--- src/rtl/core/mts_pkg.sv ---
`timescale 1ns / 1ps
`default_nettype none
package mts_pkg;

  localparam int MTS_MAX_TYPES = 32;
  localparam int CNT_REG_W     = 6;
  localparam int FLAGS_W       = 5;
  localparam int HEAP_W        = 64;
  localparam int IDX_OUT_W     = 5;

  // property flag bits
  localparam int FLAG_DEVICE_LOCAL = 0;
  localparam int FLAG_HOST_VISIBLE = 1;
  localparam int FLAG_COHERENT     = 2;
  localparam int FLAG_CACHED       = 3;
  localparam int FLAG_LAZY         = 4;

  // item modes
  localparam logic MODE_WRITE = 1'b0;
  localparam logic MODE_QUERY = 1'b1;

  // memory kinds
  localparam logic [2:0] KIND_OPAQUE    = 3'd0;
  localparam logic [2:0] KIND_LINEAR    = 3'd1;
  localparam logic [2:0] KIND_LAZY      = 3'd2;
  localparam logic [2:0] KIND_READ_MAP  = 3'd3;
  localparam logic [2:0] KIND_WRITE_MAP = 3'd4;

  typedef struct packed {
    logic               mode;
    logic [4:0]         entry_index;
    logic [FLAGS_W-1:0] entry_flags;
    logic [HEAP_W-1:0]  entry_heap_size;
    logic [31:0]        allowed_mask;
    logic [2:0]         kind;
  } in_item_t;

  typedef struct packed {
    logic                 found;
    logic [IDX_OUT_W-1:0] best_index;
  } out_item_t;

  typedef struct packed {
    logic [FLAGS_W-1:0] flags;
    logic [HEAP_W-1:0]  heap;
  } entry_t;

  typedef struct packed {
    logic       en;
    logic [4:0] addr;
    entry_t     data;
  } tbl_wr_t;

  // true when candidate c should replace best b
  function automatic logic beats(input entry_t c, input entry_t b, input logic [2:0] kind,
                                 input logic mappable);
    logic res;
    if (kind == KIND_LAZY && c.flags[FLAG_LAZY] != b.flags[FLAG_LAZY]) begin
      res = c.flags[FLAG_LAZY];
    end else if (!mappable && c.flags[FLAG_DEVICE_LOCAL] != b.flags[FLAG_DEVICE_LOCAL]) begin
      res = c.flags[FLAG_DEVICE_LOCAL];
    end else if (kind == KIND_READ_MAP && c.flags[FLAG_CACHED] != b.flags[FLAG_CACHED]) begin
      res = c.flags[FLAG_CACHED];
    end else begin
      res = c.heap > b.heap;
    end
    return res;
  endfunction

endpackage
`default_nettype wire

--- src/rtl/core/mts_table.sv ---
`timescale 1ns / 1ps
`default_nettype none
module mts_table import mts_pkg::*; #(
  parameter int MAX_TYPES = MTS_MAX_TYPES
) (
  input  wire logic    clk,
  input  wire tbl_wr_t wr,
  input  wire logic [((MAX_TYPES > 1) ? $clog2(MAX_TYPES) : 1)-1:0] rd_addr,
  output entry_t       rd_data
);

  localparam int IDX_W = (MAX_TYPES > 1) ? $clog2(MAX_TYPES) : 1;

  entry_t mem [MAX_TYPES];
  entry_t rd_data_r;

  always_ff @(posedge clk) begin
    if (wr.en) begin
      mem[wr.addr[IDX_W-1:0]] <= wr.data;
    end
    rd_data_r <= mem[rd_addr];
  end

  assign rd_data = rd_data_r;

endmodule
`default_nettype wire

--- src/rtl/core/mts_scan.sv ---
`timescale 1ns / 1ps
`default_nettype none
module mts_scan import mts_pkg::*; #(
  parameter int MAX_TYPES = MTS_MAX_TYPES
) (
  input  wire logic      clk,
  input  wire logic      rst_n,
  input  wire logic      start,
  input  wire in_item_t  in_item,
  input  wire logic [$clog2(MAX_TYPES+1)-1:0] scan_len,
  output logic           busy,
  output tbl_wr_t        wr,
  output logic [((MAX_TYPES > 1) ? $clog2(MAX_TYPES) : 1)-1:0] rd_addr,
  input  wire entry_t    rd_data,
  output logic           out_strobe,
  output out_item_t      out_item
);

  localparam int IDX_W = (MAX_TYPES > 1) ? $clog2(MAX_TYPES) : 1;
  localparam int CNT_W = $clog2(MAX_TYPES + 1);

  localparam logic [1:0] ST_IDLE  = 2'd0;
  localparam logic [1:0] ST_SCAN  = 2'd1;
  localparam logic [1:0] ST_DRAIN = 2'd2;

  logic [1:0]           state_r, state_nxt;
  logic [IDX_W-1:0]     cnt_r, cnt_nxt;
  logic [CNT_W-1:0]     len_r, len_nxt;
  logic [MAX_TYPES-1:0] mask_r, mask_nxt;
  logic [2:0]           kind_r, kind_nxt;
  logic                 map_r, map_nxt;
  logic                 pv_r, pv_nxt;
  logic [IDX_W-1:0]     pidx_r, pidx_nxt;
  logic                 found_r, found_nxt;
  logic [IDX_W-1:0]     best_idx_r, best_idx_nxt;
  entry_t               best_r, best_nxt;
  logic                 strobe_r, strobe_nxt;
  out_item_t            res_r, res_nxt;

  logic accept, cand_ok, take, in_map;

  assign busy    = (state_r != ST_IDLE);
  assign accept  = start && !busy;
  assign rd_addr = cnt_r;
  assign in_map  = (in_item.kind == KIND_READ_MAP) || (in_item.kind == KIND_WRITE_MAP);

  always_comb begin
    wr.en   = accept && (in_item.mode == MODE_WRITE) &&
              ({1'b0, in_item.entry_index} < 6'(MAX_TYPES));
    wr.addr = in_item.entry_index;
    wr.data.flags = in_item.entry_flags;
    wr.data.heap  = in_item.entry_heap_size;
  end

  // candidate check on the entry read last cycle
  always_comb begin
    cand_ok = pv_r && mask_r[pidx_r] &&
              (!map_r || (rd_data.flags[FLAG_HOST_VISIBLE] && rd_data.flags[FLAG_COHERENT]));
    take    = cand_ok && (!found_r || beats(rd_data, best_r, kind_r, map_r));
  end

  always_comb begin
    state_nxt    = state_r;
    cnt_nxt      = cnt_r;
    len_nxt      = len_r;
    mask_nxt     = mask_r;
    kind_nxt     = kind_r;
    map_nxt      = map_r;
    pv_nxt       = 1'b0;
    pidx_nxt     = cnt_r;
    found_nxt    = found_r | cand_ok;
    best_idx_nxt = take ? pidx_r : best_idx_r;
    best_nxt     = take ? rd_data : best_r;
    strobe_nxt   = 1'b0;
    res_nxt      = res_r;
    case (state_r)
      ST_IDLE: begin
        if (accept) begin
          if (in_item.mode == MODE_WRITE || scan_len == '0) begin
            strobe_nxt         = 1'b1;
            res_nxt.found      = 1'b0;
            res_nxt.best_index = '0;
          end else begin
            state_nxt = ST_SCAN;
            cnt_nxt   = '0;
            len_nxt   = scan_len;
            mask_nxt  = in_item.allowed_mask[MAX_TYPES-1:0];
            kind_nxt  = in_item.kind;
            map_nxt   = in_map;
            found_nxt = 1'b0;
          end
        end
      end
      ST_SCAN: begin
        pv_nxt = 1'b1;
        if (CNT_W'(cnt_r) == len_r - CNT_W'(1)) begin
          state_nxt = ST_DRAIN;
        end else begin
          cnt_nxt = cnt_r + IDX_W'(1);
        end
      end
      ST_DRAIN: begin
        state_nxt          = ST_IDLE;
        strobe_nxt         = 1'b1;
        res_nxt.found      = found_nxt;
        res_nxt.best_index = found_nxt ? IDX_OUT_W'(best_idx_nxt) : '0;
      end
      default: begin
        state_nxt = ST_IDLE;
      end
    endcase
  end

  always_ff @(posedge clk) begin
    if (!rst_n) begin
      state_r  <= ST_IDLE;
      pv_r     <= 1'b0;
      found_r  <= 1'b0;
      strobe_r <= 1'b0;
    end else begin
      state_r  <= state_nxt;
      pv_r     <= pv_nxt;
      found_r  <= found_nxt;
      strobe_r <= strobe_nxt;
    end
  end

  always_ff @(posedge clk) begin
    cnt_r      <= cnt_nxt;
    len_r      <= len_nxt;
    mask_r     <= mask_nxt;
    kind_r     <= kind_nxt;
    map_r      <= map_nxt;
    pidx_r     <= pidx_nxt;
    best_idx_r <= best_idx_nxt;
    best_r     <= best_nxt;
    res_r      <= res_nxt;
  end

  assign out_strobe = strobe_r;
  assign out_item   = res_r;

endmodule
`default_nettype wire

--- src/rtl/core/memory_type_selector_unit.sv ---
`timescale 1ns / 1ps
`default_nettype none
// memory type selector: table of memory types and a best-type search
//
// input channel: an item is taken on a clock edge with start high and busy low
//   mode write: fills one table entry (flags and heap size); one result item
//     with found low follows in the next cycle, busy stays low
//   mode query: scans entries 0 .. n-1, one entry per cycle through
//     a registered table read and a single shared rank/compare unit
// query flow: n = min(type_count, MAX_TYPES); busy stays high through the
//   scan and a final drain state, so no new item is taken before the
//   query's result is shown; a query with n = 0 answers like a write
// result channel: out_strobe high for one cycle with out_item; the receiver
//   cannot stall, each result is shown exactly once
// config: cfg_we writes type_count from cfg_wdata; the user must do so only
//   while idle (not enforced); reset: type_count goes to zero and the
//   sequencer to idle; table contents are undefined until written
module memory_type_selector_unit import mts_pkg::*; #(
  parameter int MAX_TYPES = MTS_MAX_TYPES
) (
  input  wire logic                 clk,
  input  wire logic                 rst_n,
  input  wire logic                 start,
  output logic                      busy,
  input  wire in_item_t             in_item,
  output logic                      out_strobe,
  output out_item_t                 out_item,
  input  wire logic                 cfg_we,
  input  wire logic [CNT_REG_W-1:0] cfg_wdata
);

  localparam int IDX_W = (MAX_TYPES > 1) ? $clog2(MAX_TYPES) : 1;
  localparam int CNT_W = $clog2(MAX_TYPES + 1);

  logic [CNT_REG_W-1:0] type_count_r;
  logic [CNT_W-1:0]     scan_len;
  tbl_wr_t              tbl_wr;
  logic [IDX_W-1:0]     tbl_rd_addr;
  entry_t               tbl_rd_data;

  // type count register
  always_ff @(posedge clk) begin
    if (!rst_n) begin
      type_count_r <= '0;
    end else if (cfg_we) begin
      type_count_r <= cfg_wdata;
    end
  end

  // a count past the table size scans the whole table
  assign scan_len = (type_count_r > CNT_REG_W'(MAX_TYPES)) ? CNT_W'(MAX_TYPES)
                                                          : CNT_W'(type_count_r);

  mts_table #(
    .MAX_TYPES(MAX_TYPES)
  ) u_table (
    .clk    (clk),
    .wr     (tbl_wr),
    .rd_addr(tbl_rd_addr),
    .rd_data(tbl_rd_data)
  );

  mts_scan #(
    .MAX_TYPES(MAX_TYPES)
  ) u_scan (
    .clk       (clk),
    .rst_n     (rst_n),
    .start     (start),
    .in_item   (in_item),
    .scan_len  (scan_len),
    .busy      (busy),
    .wr        (tbl_wr),
    .rd_addr   (tbl_rd_addr),
    .rd_data   (tbl_rd_data),
    .out_strobe(out_strobe),
    .out_item  (out_item)
  );

endmodule
`default_nettype wire

--- config.mk ---
export PLATFORM = sky130hd
export DESIGN_NAME = memory_type_selector_unit
export DESIGN_NICKNAME = d
export VERILOG_FILES = /design/src/rtl/core/mts_pkg.sv /design/src/rtl/core/mts_table.sv /design/src/rtl/core/mts_scan.sv /design/src/rtl/core/memory_type_selector_unit.sv
export SDC_FILE = /design/constraint.sdc
export NUM_CORES = 2
export LEC_CHECK = 0
export BUFFER_PORTS_ARGS = -buffer_cell sky130_fd_sc_hd__buf_2
export CAP_MARGIN = 20
export CORE_MARGIN = 5
export CORE_UTILIZATION = 35
export CTS_CLUSTER_SIZE = 30
export DETAILED_ROUTE_END_ITERATION = 10
export GPL_ROUTABILITY_DRIVEN = 0
export PLACE_DENSITY_LB_ADDON = 0.1
export SYNTH_ARGS = -nofsm -noshare
export SYNTH_HDL_FRONTEND = slang
export SYNTH_SLANG_ARGS = --single-unit
--- constraint.sdc ---
create_clock -name clk -period 4.87 [get_ports clk]
set_input_delay 1.2175 -clock clk [delete_from_list [all_inputs] [get_ports clk]]
set_output_delay 1.2175 -clock clk [all_outputs]
set_load 0.01 [all_outputs]
Yosys cells after proc, flatten, opt, wreduce, memory -nomap -nowiden
Memory sizes are Yosys's and may differ from the RTL's. A register that Yosys moved wholly into a read port is not among the register bits.
Cells that the tools add are included.

storage, ports and cells
  flip-flop bits (word level) = 143
  bits in writable memories = 2208
  output and inout bits = 8
  memories = 1

memories
  name         words  bits a word  read ports  clocked after memory_dff  write ports  line             RTL
  u_table.mem  32     69           1           1                         1            mts_table.sv:14  entry_t mem [MAX_TYPES];

operators by class
  add/sub/neg operators = 2
  order comparisons = 3
  equal/unequal tests = 15
  muxes and demuxes = 28
  bitwise gates (word level) = 3
  reduce and logical (&&, ||, !) cells = 25

operator list
  kind                                                                    number
  64-bit > comparator                                                     1
  5-bit 2-to-1 mux                                                        5
  6-bit 2-to-1 mux                                                        3
  1-bit 2-to-1 mux                                                        12
  6-bit case mux with 2 select lines                                      1
  5-bit case mux with 2 select lines                                      1
  3-bit by 2-bit equality test with 1-bit output (second input constant)  3
  1-bit logical AND                                                       9
  3-bit AND reduction                                                     3
  5-bit by 6-bit equality test with 1-bit output                          1
  6-bit > comparator (second input constant)                              1
  6-bit zero test                                                         1
  5-bit by 6-bit < comparator with 1-bit output (second input constant)   1
  2-bit 2-to-1 mux                                                        3
  2-bit by 1-bit != test with 1-bit output (second input constant)        3
  2-bit nonzero test                                                      3
  6-bit by 1-bit subtractor with 6-bit output (second input constant)     1
  5-bit by 1-bit adder with 5-bit output (second input constant)          1
  1-bit binary-select mux with 5-bit select                               1
  1-bit logical OR                                                        4
  2-bit != test (second input constant)                                   2
  2-bit case mux with 2 select lines                                      1
  4-bit AND reduction                                                     1
  3-bit equality test (second input constant)                             1
  8 further kinds                                                         13

Longest topological paths before layout
  depth in word-level cells = 10
  mapped depth = 11
  depth with buffers taken out = 10

Hierarchy
Synthesis repeated with hierarchy kept, for this count alone.

unflattened totals
  cells, all modules = 3913
  area, all modules = 92414.9 sq um

modules (own cells, without submodules)
  module                     times used  cells an instance  area an instance (sq um)  seq. area each (sq um)
  mts_table                  1           3331               85109.1                   67684.9
  mts_scan                   1           557                7041.8                    3903.7
  memory_type_selector_unit  1           25                 264.0                     120.1

Worst setup path after synthesis
OpenSTA, ideal clock, no wires.

  kind = input to register
  start = input in_item[107] in the netlist's numbering
  end = memory u_table.mem[18][0] in the netlist's numbering, enable pin
  arrival = 4.637 ns
  setup slack = -0.264 ns
  stages on the path = 2
  path buffers = 0
  cells stage by stage = or3b_2 nor2_1

RTL lines
  what         line                             RTL
  from (decl)  memory_type_selector_unit.sv:25  input wire in_item_t in_item,
  to (decl)    mts_table.sv:14

Straight into the memory's write port.

Final worst setup path
  start = register u_scan.best_r[11] in the netlist's numbering
  end = register u_scan.best_r[27] in the netlist's numbering, enable pin

between the ends
  longest elaborated chain between the ends = 6

RTL lines
  what                    line             RTL
  from (decl)             mts_scan.sv:36   entry_t best_r, best_nxt;
  from (signal assigned)  mts_scan.sv:136  best_r <= best_nxt;
  64-bit > comparator     mts_pkg.sv:65    res = c.heap > b.heap;
  1-bit 2-to-1 mux        mts_pkg.sv:62    end else if (kind == KIND_READ_MAP && c.flags[FLAG_CACHED] != b.flags[FLAG_CACHED]) begin
  1-bit 2-to-1 mux        mts_pkg.sv:60    end else if (!mappable && c.flags[FLAG_DEVICE_LOCAL] != b.flags[FLAG_DEVICE_LOCAL]) begin
  1-bit 2-to-1 mux        mts_pkg.sv:58    if (kind == KIND_LAZY && c.flags[FLAG_LAZY] != b.flags[FLAG_LAZY]) begin
  1-bit logical OR        mts_scan.sv:59   take = cand_ok && (!found_r || beats(rd_data, best_r, kind_r, map_r));
  1-bit logical AND       mts_scan.sv:59
  via u_scan.take         mts_scan.sv:40   logic accept, cand_ok, take, in_map;

The timed path passes the listed nets, and every way through them passes these cells.
A chain may end at the register's enable or synchronous reset.

==> out/metrics.sh <==
ROOT_BUFFER='clkbuf_16'
WORST_HOLD_PATH.ENDPOINT='u_scan.best_r[53]$_DFFE_PP_'
GRT_FIRST_PASS_WIRELENGTH_MM=336
SYNTH-EDFF-COUNT=2328
INITIAL_UTILIZATION_PCT=35.2
YOSYSUNIQUECELLTYPES=51
WL_MET2_MM=113
P_PER_AREA_mW_PER_MM2=433
CLOCK_LATENCY_NS=0.91
GLOBAL_ROUTE.OVERFLOW_TOTAL=0
DETAIL_ROUTE.DRC_VIOLATIONS=0
TIGHTEST_SLEW_NS=1.05
ROUTE.VIAS.TOTAL=40600
MAXCAPVIOLATIONS=0
SYNTH_SEQ_CELLS=2418
VIA_PER_INST=5.17
ROUTED.TOP_LAYER='met5'
CRITPATHTOPFAMILY='buffers and inverters'
NETS=4324
POSTPLACECELLAREA_SQ_MM=0.0982
DIE_W_MICRONS=522
MAXIMUM_NUMBER_OF_PINS_ON_ONE_NET_BEFORE_GLOBAL_ROUTE_REPAIR=77
WORST_SETUP_PATH_START_KIND='flop'
CP_CELL_SEQUENCE='inv_1, ha_1, nand4_1, nor4_1, a2111oi_1, buf_4, o211a_1, nand4b_1, o211ai_2, inv_4, buf_4'
GRT_USAGE_PCT=17.4
SLEW_VIOLATIONS=0
DIE_H_MICRONS=522
PLACEMENT_ROWS=187
MET3_WIRELENGTH_MM=11.5
TIMING.CRITICAL_PATH.BUF_INV=4
PERIOD_MINUS_WS_FINAL_NS=3.74
ASYNC_SET_RESET_FLOP_SHARE_OUT_OF_SYNTHESIS_PCT=0
NUMCLOCKSINKS=2418
WORST_EP_REQUIRED_TIME_NS=5.44
CRIT_TOP_CELL='buf_4'
TOTAL_NUMBER_OF_CELLS_ALONG_THE_WORST_SETUP_PATH=11
SYNTHTOLAYOUTAREAGROWTH_PCT=16.6
P_SW_W=0.00992
FINISH.INSTANCE_AREA_SQ_MM=0.107
FINALCRITPERIODSHARE_PCT=76.8
WORST_HOLD_STARTPOINT='u_table.rd_data[53]$_DFF_P_'
SYNTH_SEQ_AREA_SHARE_PCT=78.3
RUN_STATUS='finished, final reports clean'
FIRST_GLOBAL_VIAS=43100
POSTSYNTHNETCOUNT=3942
PLACEMENT.IO_BUFFERS=127
CTSHOLDBUFFERS=0
FINALHOLDVIOLATIONS=0
WORSTPATHMAXFANOUT=25
MOST_COMMON_CELL_AFTER_LAYOUT_FILL_AND_TAPS_ASIDE='edfxtp_1'
FINALSETUPTNS_NS=0
RR_STARTPOINT='u_scan.best_r[11]$_DFFE_PP_'
GRT_SETUP_UNREPAIRED='no'
SLEW_HEADROOM_PCT=29.8
DPL.HPWL_MM=128
SYNTH.YOSYS.WARNINGS=0
DRIVE_ABOVE_1_SHARE_PCT=32.8
SYN_INST=3756
DOMINANTREGCELLSYNTH='edfxtp_1'
DIEAREA_SQ_MM=0.272
ENDPOINT_OF_THE_LOWEST_SLACK_REGISTER_TO_REGISTER_PATH='u_scan.best_r[27]$_DFFE_PP_'
POST-LAYOUT-TOTAL-POWER_W=0.0462
CRITICAL-PATH-SLOWEST-CELL='nor4_1'
REG2REGPATHDEPTH=11
TIMING.CRITICAL_PATH.TO_TYPE='flop'
CELLINTERNALPOWER_W=0.0363
SETUP.REG_TO_REG.WORST_SLACK_NS=1.13
SYNTH_AREA_SQ_MM=0.0916
POWER.IR.VDD_WORST_uV=287
DETAIL_ROUTE.ITER0.VIOLATIONS=3334
DESIGN.PORTCOUNT=128
FIRSTDRTPASSITERS=5
MOST_FREQUENT_CELLS_IN_THE_LAYOUT='2328 x edfxtp_1, 700 x mux4_2, 292 x clkbuf_16'
HTREEDEPTH=5
P_SW_SHARE_PCT=21.5
SLOWEST_DELAY_NS=0.50
CRITPATHARRIVALTIME_NS=4.31
WORST_CLOCK_SKEW_NS=0.0506
PATH_CLK_SLEW_NS=0.06
ANT_NETS=0
WL_ON_MET1_MM=108
POST-CTS-SETUP-BUFFERS=0
POST_DRT_WL_PER_CELL_MICRONS=30.2
TIMING.HOLD.WORST_PATH_DEPTH=0
POWER.SHARE.SEQUENTIAL_PCT=50.3
FINALWIRELENGTH_MM=237
STATIC_LEAKAGE_nW=33.4
POSTLAYOUTSETUPSLACKWORST_NS=1.13
PATH_CLASS='flop to flop'
GRT_ANTENNA_BEFORE_REPAIR=25
TRITONCTS_CLOCK_TREE='built'
AVGSYNTHCELLAREA_SQ_UM=24.4
COREAREA_SQ_MM=0.260
COMB_POWER_SHARE_PCT=6.8
TIMING.FINAL.SETUP_VIOLATIONS=0
HOLD_CLASS='flop to flop'
CTS_BUFFERS=284
FINALCOREUTILIZATION_PCT=41.1
CTS_RESIZED=0
CLKPWRFRAC_PCT=42.8
CLOCK_TREE.BUFFER_DEPTH=4
DPL_WS_NS=0.732
MAX_FREQ_GHz=0.267
==> through the flow <==
| stage | hold WS, ns | instances |
|---|---|---|
| global placement | 0.416 | 7346 |
| floorplan | 0.346 | 3756 |
| finish | 0.440 | 7845 |
| global route | 0.416 | 7840 |
| CTS | 0.393 | 7839 |
| detailed placement | 0.424 | 7348 |
==> Yosys cell counts, drive strengths merged, types with 11 or more instances <==
cell,n,area [sq um]
nor2b,15,93.8
o21ai,11,55.1
dfxtp,90,1800
ha,66,826
inv,72,270
clkbuf,101,380
a21oi,28,140
edfxtp,2328,69900
nand4,11,68.8
nor2,54,203
mux2,75,845
nand2,40,150
mux4,700,15800
buf,70,347
mux2i,12,120
==> registers in the layout, summed over array words and instances (netlist names) <==
| register | flops |
|---|---|
| u_scan.out_strobe | 1 |
| u_scan.kind_r | 3 |
| u_scan.map_r | 1 |
| u_scan.out_item | 6 |
| u_scan.found_r | 1 |
| u_table.mem | 2208 |
| type_count_r | 6 |
| u_scan.best_idx_r | 5 |
| u_scan.pv_r | 1 |
| u_scan.state_r | 2 |
| u_scan.pidx_r | 5 |
| u_scan.best_r | 67 |
| u_table.rd_data | 69 |
| u_scan.rd_addr | 5 |
| u_scan.len_r | 6 |
| u_scan.mask_r | 32 |
==> layout make-up <==
type | count | area, sq um
Multi-Input combinational cell | 1095 | 19100
Clock inverter | 111 | 832
Sequential cell | 2418 | 71700
Timing Repair Buffer | 267 | 2700
Clock buffer | 380 | 7740
Fill cell | 22500 | 153000
Antenna cell | 6 | 15.0
Tap cell | 3496 | 4370
Inverter | 72 | 273
==> cell families after synthesis <==
| family | share of synthesized area, % |
|---|---|
| simple gates | 0.895 |
| compound gates | 0.466 |
| fa+ha+maj | 0.902 |
| flops | 78.3 |
| mux | 18.3 |
| buf+inv | 1.09 |
| xor+xnor | 0.0765 |
==> worst register-to-register path, cell delays in order (launching register included) <==
cell and delay (ns):
edfxtp_1 0.33, inv_1 0.04, ha_1 0.30, nand4_1 0.15
nor4_1 0.50, a2111oi_1 0.19, buf_4 0.20, o211a_1 0.20
nand4b_1 0.23, o211ai_2 0.42, inv_4 0.47, buf_4 0.37
==> worst max path at each step <==
stage,from,end,slack [ns]
2_1_floorplan,in_item[107],u_table.mem[18][0]$_DFFE_PP_,-0.26
6_report,u_scan.best_r[11]$_DFFE_PP_,u_scan.best_r[27]$_DFFE_PP_,1.13
3_3_place_gp,start,u_table.mem[0][15]$_DFFE_PP_,0.72
4_1_cts,u_scan.best_r[15]$_DFFE_PP_,u_scan.best_r[27]$_DFFE_PP_,1.13
5_1_grt,u_scan.best_r[15]$_DFFE_PP_,u_scan.best_r[27]$_DFFE_PP_,0.92
3_5_place_dp,start,u_table.mem[0][12]$_DFFE_PP_,0.73
==> per-layer routing <==
layer / global-route usage, % / up-vias
met4: 3.68 / 8
met1: 25.0 / 22400
met2: 27.7 / 973
li1: - / 16900
met5: 0 / -
met3: 3.22 / 304
==> power by group through the flow <==
stage / sequential [W] / combinational, W / clock [W]
finish: 0.0233 / 0.00316 / 0.0198
global route: 0.0233 / 0.00342 / 0.0213
CTS: 0.0233 / 0.00328 / 0.0204
detailed placement: 0.0237 / 0.00327 / 0
global placement: 0.0237 / 0.00326 / 0
floorplan: 0.0236 / 0.00191 / 0
Note: power is estimated with default switching activity, not from simulation.
